<file path="config.mk">
export PLATFORM = sky130hd
export DESIGN_NAME = wcec_hash
export DESIGN_NICKNAME = d
export VERILOG_FILES = /design/src/sv/wcec_pkg.sv /design/src/sv/wcec_hash.sv
export SDC_FILE = /design/constraint.sdc
export NUM_CORES = 1
export LEC_CHECK = 0
export BUFFER_PORTS_ARGS = -buffer_cell sky130_fd_sc_hd__buf_2
export CAP_MARGIN = 30
export CORE_AREA = 2 2 238 182
export CTS_BUF_LIST = sky130_fd_sc_hd__clkbuf_4 sky130_fd_sc_hd__clkbuf_8 sky130_fd_sc_hd__clkbuf_16
export CTS_CLUSTER_SIZE = 14
export DETAILED_ROUTE_END_ITERATION = 7
export DIE_AREA = 0 0 240 184
export GPL_ROUTABILITY_DRIVEN = 0
export PLACE_DENSITY = 0.6
export SLEW_MARGIN = 30
export SYNTH_ARGS = -nofsm -noshare
export SYNTH_HDL_FRONTEND = slang
export SYNTH_SLANG_ARGS = --single-unit
</file>
<file path="constraint.sdc">
create_clock -name clk_i -period 14.9 [get_ports clk_i]
set_clock_uncertainty 0.15 [all_clocks]
set_input_delay 1.49 -clock clk_i [delete_from_list [all_inputs] [get_ports clk_i]]
set_output_delay 1.49 -clock clk_i [all_outputs]
set_load 0.03 [all_outputs]
</file>
<file path="src/sv/wcec_pkg.sv">
// Shared types, constants and the hash step for the write-coalescing expiry cache.
`timescale 1ns / 1ps

package wcec_pkg;

  localparam int unsigned KeyBits     = 128;
  localparam int unsigned KeyBytes    = KeyBits / 8;
  localparam int unsigned ByteCntBits = $clog2(KeyBytes);
  localparam int unsigned TimeBits    = 32;
  localparam int unsigned TtlBits     = 31;
  localparam int unsigned DlBits      = TimeBits + 1;
  localparam int unsigned DiffBits    = TimeBits + 3;

  localparam logic [31:0] HashBasis = 32'd2166136261;
  localparam logic [31:0] HashPrime = 32'd16777619;

  localparam logic ActCheck  = 1'b0;
  localparam logic ActForget = 1'b1;

  typedef struct packed {
    logic              used;
    logic [63:0]       key_high;
    logic [63:0]       key_low;
    logic [DlBits-1:0] deadline;
  } entry_t;

  typedef struct packed {
    logic rd;
    logic wr;
  } tbl_cmd_t;

  function automatic logic [31:0] fnv_step(input logic [31:0] h, input logic [7:0] b);
    logic [31:0] x;
    x = h ^ {24'd0, b};
    return x * HashPrime;
  endfunction

endpackage

</file>
<file path="src/sv/wcec_hash.sv">
// Byte-serial FNV-1a hash unit over a rotating 128-bit key register.
`timescale 1ns / 1ps

module wcec_hash
  import wcec_pkg::*;
(
  input  logic               clk_i,
  input  logic               rst_ni,
  input  logic               start_i,
  input  logic [KeyBits-1:0] key_i,
  output logic               done_o,
  output logic [31:0]        hash_o,
  output logic [KeyBits-1:0] key_o
);

  logic                   busy_q, busy_d;
  logic                   done_q, done_d;
  logic [ByteCntBits-1:0] cnt_q, cnt_d;
  logic [31:0]            h_q, h_d;
  logic [KeyBits-1:0]     key_q, key_d;
  logic                   last;

  assign last = (cnt_q == ByteCntBits'(KeyBytes - 1));

  always_comb begin
    busy_d = busy_q;
    done_d = 1'b0;
    cnt_d  = cnt_q;
    h_d    = h_q;
    key_d  = key_q;
    if (start_i) begin
      busy_d = 1'b1;
      cnt_d  = '0;
      h_d    = HashBasis;
      key_d  = key_i;
    end else if (busy_q) begin
      h_d   = fnv_step(h_q, key_q[KeyBits-1 -: 8]);
      key_d = {key_q[KeyBits-9:0], key_q[KeyBits-1 -: 8]};
      cnt_d = cnt_q + 1'b1;
      if (last) begin
        busy_d = 1'b0;
        done_d = 1'b1;
      end
    end
  end

  always_ff @(posedge clk_i or negedge rst_ni) begin
    if (!rst_ni) begin
      busy_q <= 1'b0;
      done_q <= 1'b0;
      cnt_q  <= '0;
    end else begin
      busy_q <= busy_d;
      done_q <= done_d;
      cnt_q  <= cnt_d;
    end
  end

  always_ff @(posedge clk_i) begin
    h_q   <= h_d;
    key_q <= key_d;
  end

  assign done_o = done_q;
  assign hash_o = h_q;
  assign key_o  = key_q;

endmodule

</file>
==> flow_metrics.tcl, run 1 <==
set metrics [dict create \
    synth-seq-cells 166 \
    rsz0062_at_grt "false" \
    critPathTopFamily "adder cells" \
    crit_required_ns 15.07 \
    crit_path_start_kind "register" \
    cts_hold_buf 0 \
    grt_pass1_vias 8660 \
    hold_path.class "reg2reg" \
    ctsResizeCount 0 \
    register_area_um2 4634 \
    max_freq_ghz 0.1588 \
    area_growth_pct 22.02 \
    grt.overflow.total 0 \
    fill_cells 4180 \
    drt_iter0_markers 511 \
    outcome "complete, no violations" \
    synthDistinctLibCells 49 \
    dp_slack_ns 8.675 \
    end_kind "register" \
    vias 8692 \
    synthArstFlopShare_pct 3.614 \
    cp_slowest_cell "xor2_1" \
    synth_top_cell_by_area "edfxtp_1" \
    min_period_ns 6.296 \
    antenna_found_initial 1 \
    clk_path_buf_depth 2 \
    wire_per_inst_um 19.09 \
    clkTransAtPathRegs_ns 0.07 \
    report.final.slew_viol_count 0 \
    final_hold_viol_count 0 \
    crit_chain "xor2_1 > ha_1 > ha_1 > fa_1 > ha_1 > inv_1 > fa_1 > inv_1 > ha_1 > inv_1 > fa_1 > inv_1 > ha_1 > a21oi_1 > or3b_2 > a21oi_1 > nor2_1 > a222oi_1 > a31oi_1 > xnor2_1 > a2bb2oi_1" \
    vias_per_cell 4.568 \
    routed_wl_um 36320 \
    drive_gt1_share_pct 34.96 \
    grt_pass1_wl_um 53270 \
    netlist_area_um2 12410 \
    cts_sinks 166 \
    cts_tree "done" \
    arrival_ns 6.47 \
    worst-setup-path-type "reg2reg" \
    cts_buffers 17 \
    grt_max_degree 86 \
    whs_ns 0.4044 \
    initial_utilization_pct 29.79 \
    fin_ws_ns 8.604 \
    crit_top_cell "ha_1" \
    yosys_warnings 0 \
    postRouteAntennaNets 0 \
    cap_viol_max_count 0 \
    ctsRootBufferMaster "clkbuf_16" \
    finalNetCount 1708 \
    synth_ff_type "edfxtp_1" \
    cts_setup_buffers 0 \
    synth_edf_count 128 \
    ys_top_cells_by_area "edfxtp_1 31%, ha_1 18%, fa_1 12%, mux2_2 12%, inv_1 5.7%" \
    first_pass_iters 4 \
    fin_setup_tns_ns 0 \
    netlist_instances 1030 \
    drc 0 \
    fin_util_pct 36.35 \
    track_usage_pct 16.42 \
    multiInputGateArea_um2 6975 \
    path_max_fanout 6 \
    port_buffers 291 \
    htree_levels 4 \
    synth_seq_area_share_pct 37.36 \
    dp_hpwl_um 28870 \
    synth_area_per_cell_um2 12.04 \
    synth_nets 1417 \
    synth_top_area_share_pct 30.98 \
    die_w_um 240 \
    dieArea_um2 44160 \
    max_slew_margin_pct 44.63 \
    worst_pin_slew_ns 0.8306 \
    finalSetupViolations 0 \
    io_pins 292 \
    cp_slowest_stage_delay_ns 0.55 \
    num_rows 65 \
    clock_latency_ns 0.46 \
    fp.dieH_um 184 \
    finalCritPeriodShare_pct 42.25 \
    core-area_um2 41640 \
    cp_num_buf_inv 4 \
]
[sequential cells by signal (all words and copies together) (netlist names)]
name,cells
key_o,128
hash_o,32
cnt_q,4
busy_q,1
done_o,1
[layout make-up]
cell class / count / share of cell area (%)
inverter: 187 / 4.670
sequential: 166 / 30.62
multi-input combinational: 652 / 46.08
antenna: 1 / 0.01653
tap: 569 / 4.703
timing repair buffer: 297 / 10.12
clock inverter: 14 / 0.9836
clock buffer: 17 / 2.810
[Yosys cell counts (all sizes together) (6+ instances only)]
library cell	count
dfrtp	6
o21ai	14
edfxtp	128
a211oi	6
xnor2	35
a21o	13
xor2	20
nand2	17
o21bai	6
and3	7
mux2	128
and2	8
clkbuf	22
dfxtp	32
a21oi	33
fa	74
inv	187
ha	182
nor2	40
mux2i	11
o211ai	6
[per-layer routing]
layer,global-route usage [%],routed length [µm]
met1,23.48,17570
met4,5.118,752
met5,0,0
met2,23.94,15870
met3,4.459,2133
[worst min-delay path, stage by stage (launching register included)]
cell and delay (ns):
dfxtp_1 0.36, nor2_1 0.10, a211oi_1 0.05
[through the flow]
stage / instances / cell area (µm²)
3_3_place_gp: 1870 / 14530
2_1_floorplan: 1030 / 12410
5_1_grt: 1902 / 15130
3_5_place_dp: 1870 / 14530
6_report: 1903 / 15140
4_1_cts: 1901 / 15110
[layout by cell type (no fill, tap or decap), types with 3 or more instances in the layout]
cell type	instances
a21oi_1	33
nor2b_1	3
a31oi_1	4
o21ai_0	13
nand3_1	4
nor3_1	4
clkinv_2	3
a21o_1	13
or2_2	4
inv_1	186
clkbuf_16	17
a211o_1	4
dfxtp_1	32
edfxtp_1	128
xnor2_1	35
buf_2	290
nand4_1	3
nor2_1	40
nand2_1	17
inv_6	4
and3_1	7
o22ai_1	3
fa_1	74
a211oi_1	6
ha_1	182
buf_4	4
mux2_2	128
o211ai_1	6
mux2i_1	11
and2_1	8
xor2_1	20
o21bai_1	5
dfrtp_1	6
[cells by family (layout without fill, tap and decap cells)]
kind of cell,Yosys count,count (layout),synth area share [%]
AOI/OAI and AO/OA,106,106,5.860
xor gates and xnor gates,55,55,3.883
adders and majority gates,256,256,30.30
buffers and inverters,212,515,6.414
DFF,166,166,37.36
muxes,139,139,12.51
other,0,1,0
and+or+nand+nor,96,96,3.681
[final timing paths]
kind                                        startpoint                      end  slack [ns]  cells after the start
worst max-delay path              key_o[126]$_DFFE_PP_  hash_o[31]$_SDFFE_PP1P_        8.60                     21
min in group asynchronous                       rst_ni         done_o$_DFF_PN0_        0.70                      1
worst min-delay path            hash_o[5]$_SDFFE_PP0P_   hash_o[5]$_SDFFE_PP0P_        0.40                      2
worst min register to register  hash_o[5]$_SDFFE_PP0P_   hash_o[5]$_SDFFE_PP0P_        0.40                      2
worst max register to register    key_o[126]$_DFFE_PP_  hash_o[31]$_SDFFE_PP1P_        8.60                     21
max in group asynchronous                       rst_ni     cnt_q[3]$_DFFE_PN0P_       13.74                      1
Power of run 1 is left out: the tool's default activity adds up to more than one toggle a clock period on the data nets, which glitch-free logic cannot reach.
==> run 2: changes to the inputs <==
ABC_AREA = 1   (was default)
CORE_AREA = 2 2 243 185   (was 2 2 238 182)
DIE_AREA = 0 0 245 187   (was 0 0 240 184)
PLACE_DENSITY = 0.62   (was 0.6)
clock period = 5.6 ns   (was 14.9 ns; I/O delays follow)
==> run 2 against run 1 <==
  * Design area is 4.8% higher
  * Register-to-register slack got worse by 8.3 ns
  * Worst setup slack lost 8.3 ns
  * Critical path type unchanged
==> flow_metrics.tcl, run 2 <==
set metrics [dict create \
    synth_area_per_cell_um2 8.664 \
    vias 10980 \
    synth_top_area_share_pct 29.70 \
    grt.overflow.total 0 \
    initial_utilization_pct 29.52 \
    ys_top_cells_by_area "edfxtp_1 30%, ha_1 18%, nand2_1 15%, fa_1 11%, inv_1 7.0%" \
    drc 0 \
    synth_top_cell_by_area "edfxtp_1" \
    placement.cell_area_um2 15200 \
    reg2reg_depth 20 \
    fp.dieH_um 187 \
    die_w_um 245 \
    netlist_instances 1494 \
    synthDistinctLibCells 42 \
    grt_max_degree 85 \
    final_common_cell "nand2_1" \
    first_pass_iters 5 \
    hold_end "key_o[44]$_DFFE_PP_" \
    clkTransAtPathRegs_ns 0.07 \
    arrival_ns 5.48 \
    busiest_layer "met2" \
    largest_reg_flops 128 \
    max_freq_ghz 0.1886 \
    crit_path_start_kind "register" \
    clk_path_buf_depth 2 \
    port_buffers 291 \
    regToRegStartpoint "hash_o[20]$_SDFFE_PP1P_" \
    synthArstFlopShare_pct 3.614 \
    fill_cells 4528 \
    hold_path.class "in2reg" \
    rsz0062_at_grt "false" \
    core-area_um2 43840 \
    finalNetCount 2186 \
    vias_per_cell 4.577 \
    netlist_area_um2 12940 \
    synth_seq_area_share_pct 35.80 \
    use_met1_pct 26.22 \
    dieArea_um2 45820 \
    hold_path_depth 3 \
    finalSetupViolations 0 \
    postRouteAntennaNets 0 \
    ctsRootBufferMaster "clkbuf_16" \
    rr_endpoint "hash_o[28]$_SDFFE_PP0P_" \
    drt_iter0_markers 934 \
    clock_latency_ns 0.44 \
    worst_pin_slew_ns 0.8639 \
    outcome "complete, no violations" \
    track_usage_pct 18.20 \
    worstHoldStart "key_i[44]" \
    synth_edf_count 128 \
    grt_use_met2_pct 27.13 \
    cts_buffers 17 \
    htree_levels 4 \
    cts_tree "done" \
    min_period_ns 5.302 \
    grt_pass1_wl_um 63510 \
    cap_viol_max_count 0 \
    cts_sinks 166 \
    max_slew_margin_pct 42.41 \
    grt_pass1_vias 10900 \
    path_max_fanout 5 \
    final_cell_mix "528 x nand2_1, 290 x buf_2, 240 x inv_1" \
    wire_per_inst_um 17.39 \
    synth_nets 1881 \
    report.final.slew_viol_count 0 \
    fin_setup_tns_ns 0 \
    io_pins 292 \
    synthTopCellsByCount "529 x nand2_1, 241 x inv_1, 182 x ha_1" \
    dp_hpwl_um 33650 \
    antenna_found_initial 2 \
    end_kind "register" \
    routed_wl_um 41730 \
    num_rows 67 \
    worst-setup-path-type "reg2reg" \
    drive_gt1_share_pct 21.14 \
    synth.most_common_cell "nand2_1" \
    stdcell_area_um2 15860 \
    cts_setup_buffers 0 \
    area_growth_pct 22.50 \
    synth-seq-cells 166 \
    finalCritPeriodShare_pct 94.68 \
    yosys_warnings 0 \
    r2r_slack_ns 0.30 \
    final_hold_viol_count 0 \
    synth_ff_type "edfxtp_1" \
    met3_usage_pct 4.304 \
    crit_required_ns 5.78 \
]
[run 2: cell types whose count changed after synthesis, moves of 16 or more]
cell,previous run,this run
inv_1,187,241
mux2_2,128,0
nand2_1,17,529
nand3_1,4,38
o21ai_0,13,29
xnor2_1,35,7
[run 2: cell families after synthesis]
group | Yosys count | synth area share [%]
XOR/XNOR | 20 | 1.353
flip-flops | 166 | 35.80
adder cells (fa/ha/maj) | 256 | 29.04
AO/OA/AOI/OAI | 113 | 5.094
buffers and inverters | 277 | 8.139
AND/OR/NAND/NOR | 662 | 20.57
[run 2: worst max-delay path, stage by stage, from the launching register on]
cell and delay (ns):
dfxtp_1 0.47, ha_1 0.29, ha_1 0.27, inv_1 0.05, fa_1 0.54, inv_1 0.05, ha_1 0.40, ha_1 0.45
fa_1 0.57, inv_1 0.06, fa_1 0.54, inv_1 0.04, ha_1 0.36, nand2_1 0.13, nor2_1 0.29, nand2_1 0.08
o21bai_1 0.19, nand3_1 0.11, nand2_1 0.06, nand3_1 0.06, nand2_1 0.05
[run 2: worst max-delay path by stage]
stage                            startpoint                 endpoint  cells past startpoint
floorplan           hash_o[19]$_SDFFE_PP1P_  hash_o[30]$_SDFFE_PP0P_                     19
global placement       key_o[126]$_DFFE_PP_  hash_o[19]$_SDFFE_PP1P_                     22
detailed placement     key_o[127]$_DFFE_PP_  hash_o[21]$_SDFFE_PP0P_                     22
CTS                    key_o[126]$_DFFE_PP_  hash_o[19]$_SDFFE_PP1P_                     22
global route           key_o[127]$_DFFE_PP_  hash_o[21]$_SDFFE_PP0P_                     23
finish              hash_o[20]$_SDFFE_PP1P_  hash_o[28]$_SDFFE_PP0P_                     20
[run 2: metal layers]
layer  part of all wire (%)  up-vias
met2                     44      376
li1                       -     5371
met3                    7.2       59
met5                  0.031        -
met4                    1.9        2
met1                     47     5172
[run 2: area by class of cell]
class	instances	area, µm²	share of cell area (%)
multi-input combinational	1051	7295	46.00
inverter	245	927.1	5.847
tap	586	733.2	4.624
sequential	166	4634	29.23
clock inverter	14	167.7	1.057
timing repair buffer	318	1664	10.49
antenna	1	2.502	0.01578
clock buffer	18	432.9	2.730
[run 2: through the flow]
stage / hold WS [ns] / utilization, % / cells / setup WS (ns)
floorplan: 0.1144 / - / 1494 / 0.6678
global placement: 0.2394 / 34.68 / 2365 / 0.1645
detailed placement: 0.2410 / 34.68 / 2365 / 0.1059
CTS: 0.2078 / 36.07 / 2398 / 0.09678
global route: 0.2221 / 36.17 / 2399 / 0.03558
finish: 0.2352 / 36.17 / 2399 / 0.2980
[run 2: timing repair]
action	4_1_cts	5_1_grt
endpoints found under the setup margin	0	15
gates resized for setup	0	9
hold endpoints to repair	6	0
hold buffers	1	0
Power of run 2 is left out for the same reason.
==> run 3: changes to the inputs <==
RECOVER_POWER = 100   (was default)
==> run 3 against run 2 <==
  * Global-route usage did not move
  * Critical path type unchanged
  * Utilization fell by 0.58 points
  * Sequential share of layout area rose by 0.48 points
  * Clock-buffer cell count did not move
  * Via count rose by 0.18%
  * Hold slack improved by 0.0021 ns
  * Register-to-register slack got worse by 0.02 ns
  * The flow now finishes with violations (capacitance limit, slew limit)
  * Cell count did not move
  * Wire length barely moved
  * Non-clock buffer count did not move
  * Die area did not move
  * Design area fell by 1.6%
==> flow_metrics.tcl, run 3 (synthesis gave the netlist of run 2 again) <==
set metrics [dict create \
    grt_pass1_wl_um 63510 \
    arrival_ns 5.53 \
    dieArea_um2 45820 \
    report.final.slew_viol_count 87 \
    port_buffers 291 \
    dp.cells 2365 \
    cts_tree "done" \
    end_kind "register" \
    final_cell_mix "529 x nand2_1, 240 x inv_1, 181 x ha_1" \
    num_rows 67 \
    drt_iter0_markers 1030 \
    htree_levels 4 \
    fin_cells 2399 \
    rsz0062_at_grt "false" \
    fp.dieH_um 187 \
    cap_viol_max_count 2 \
    fin_ws_ns 0.2826 \
    die_w_um 245 \
    largest_reg_flops 128 \
    cts_setup_buffers 0 \
    vias_per_cell 4.585 \
    grt_pass1_vias 10900 \
    crit_required_ns 5.81 \
    ctsRootBufferMaster "clkbuf_16" \
    core-area_um2 43840 \
    cts_sinks 166 \
    max_freq_ghz 0.1881 \
    crit_path_start_kind "register" \
    drc 0 \
    fin_setup_tns_ns 0 \
    path_max_fanout 5 \
    wire_per_inst_um 17.40 \
    min_period_ns 5.317 \
    vias 11000 \
    max_slew_margin_pct -61.40 \
    area_growth_pct 20.53 \
    clock_latency_ns 0.44 \
    routed_wl_um 41740 \
    first_pass_iters 5 \
    io_pins 292 \
    track_usage_pct 18.20 \
    cts_buffers 17 \
    clk_path_buf_depth 2 \
    finalCritPeriodShare_pct 94.95 \
    postRouteAntennaNets 0 \
    antenna_found_initial 2 \
    fill_cells 4607 \
    finalNetCount 2186 \
    dp_hpwl_um 33650 \
    grt_max_degree 85 \
    hold_path.class "in2reg" \
    drive_gt1_share_pct 11.75 \
    failed_checks "capacitance limit, slew limit" \
    clkTransAtPathRegs_ns 0.07 \
    worst-setup-path-type "reg2reg" \
    grt.overflow.total 0 \
    whs_ns 0.2373 \
    final_common_cell "nand2_1" \
    dp_slack_ns 0.1059 \
    worst_pin_slew_ns 2.421 \
    finalSetupViolations 0 \
    outcome "finished with violations" \
    initial_utilization_pct 29.52 \
    final_hold_viol_count 0 \
]
[run 3: cell types whose count changed in the layout (fill, tap and decap cells not counted), moves of 5 or more]
cell / before / now
buf_2: 290 / 131
buf_4: 27 / 19
clkbuf_1: 0 / 165
o21ai_0: 29 / 35
o21ai_1: 9 / 4
[run 3: area by class of cell]
| class | count | area [µm²] | area share [%] |
|---|---|---|---|
| inverter | 245 | 923.4 | 5.919 |
| sequential | 166 | 4634 | 29.71 |
| clock inverter | 14 | 167.7 | 1.075 |
| multi-input combinational | 1051 | 7269 | 46.60 |
| timing repair buffer | 318 | 1438 | 9.215 |
| tap | 586 | 733.2 | 4.700 |
| antenna | 1 | 2.502 | 0.01604 |
| clock buffer | 18 | 432.9 | 2.775 |
[run 3: through the flow]
stage	area (µm²)	util, %
6_report	15600	35.58
5_1_grt	15600	35.58
4_1_cts	15820	36.07
3_5_place_dp	15200	34.68
3_3_place_gp	15200	34.68
2_1_floorplan	12940	-
[run 3: worst max-delay path, stage by stage (launching register included)]
cell and delay [ns]:
dfxtp_1 0.48, clkbuf_1 0.49, ha_1 0.33, inv_1 0.07, fa_1 0.42, inv_1 0.07
ha_1 0.14, inv_1 0.05, fa_1 0.55, fa_1 0.44, fa_1 0.55, inv_1 0.04
ha_1 0.37, a21oi_1 0.28, o21a_1 0.23, a21boi_0 0.20, nand3_1 0.12, nand2_1 0.07
nand2_1 0.04, o21ai_0 0.13
[run 3: per-layer routing]
| metal | vias to the layer above | GRT usage [%] | wire length, µm |
|---|---|---|---|
| met2 | 411 | 27.13 | 18230 |
| li1 | 5368 | - | - |
| met3 | 55 | 4.304 | 3319 |
| met5 | - | 0 | 13 |
| met4 | 2 | 5.019 | 733 |
| met1 | 5164 | 26.22 | 19440 |
[run 3: final timing paths]
check | from | to | slack, ns | depth (start not counted)
setup reg to reg | hash_o[20]$_SDFFE_PP1P_ | hash_o[26]$_SDFFE_PP0P_ | 0.28 | 19
hold / removal | key_i[44] | key_o[44]$_DFFE_PP_ | 0.24 | 3
min in group asynchronous | rst_ni | done_o$_DFF_PN0_ | 0.42 | 2
setup / recovery | hash_o[20]$_SDFFE_PP1P_ | hash_o[26]$_SDFFE_PP0P_ | 0.28 | 19
hold reg to reg | cnt_q[3]$_DFFE_PN0P_ | cnt_q[3]$_DFFE_PN0P_ | 0.33 | 1
max in group asynchronous | rst_ni | cnt_q[0]$_DFFE_PN0P_ | 4.64 | 2
[run 3: repair_timing]
item / CTS / global route
hold buffers: 1 / 0
gates resized for setup: 0 / 9
hold endpoints to repair: 6 / 0
endpoints found under the setup margin: 0 / 15
Power of run 3 is left out for the same reason.
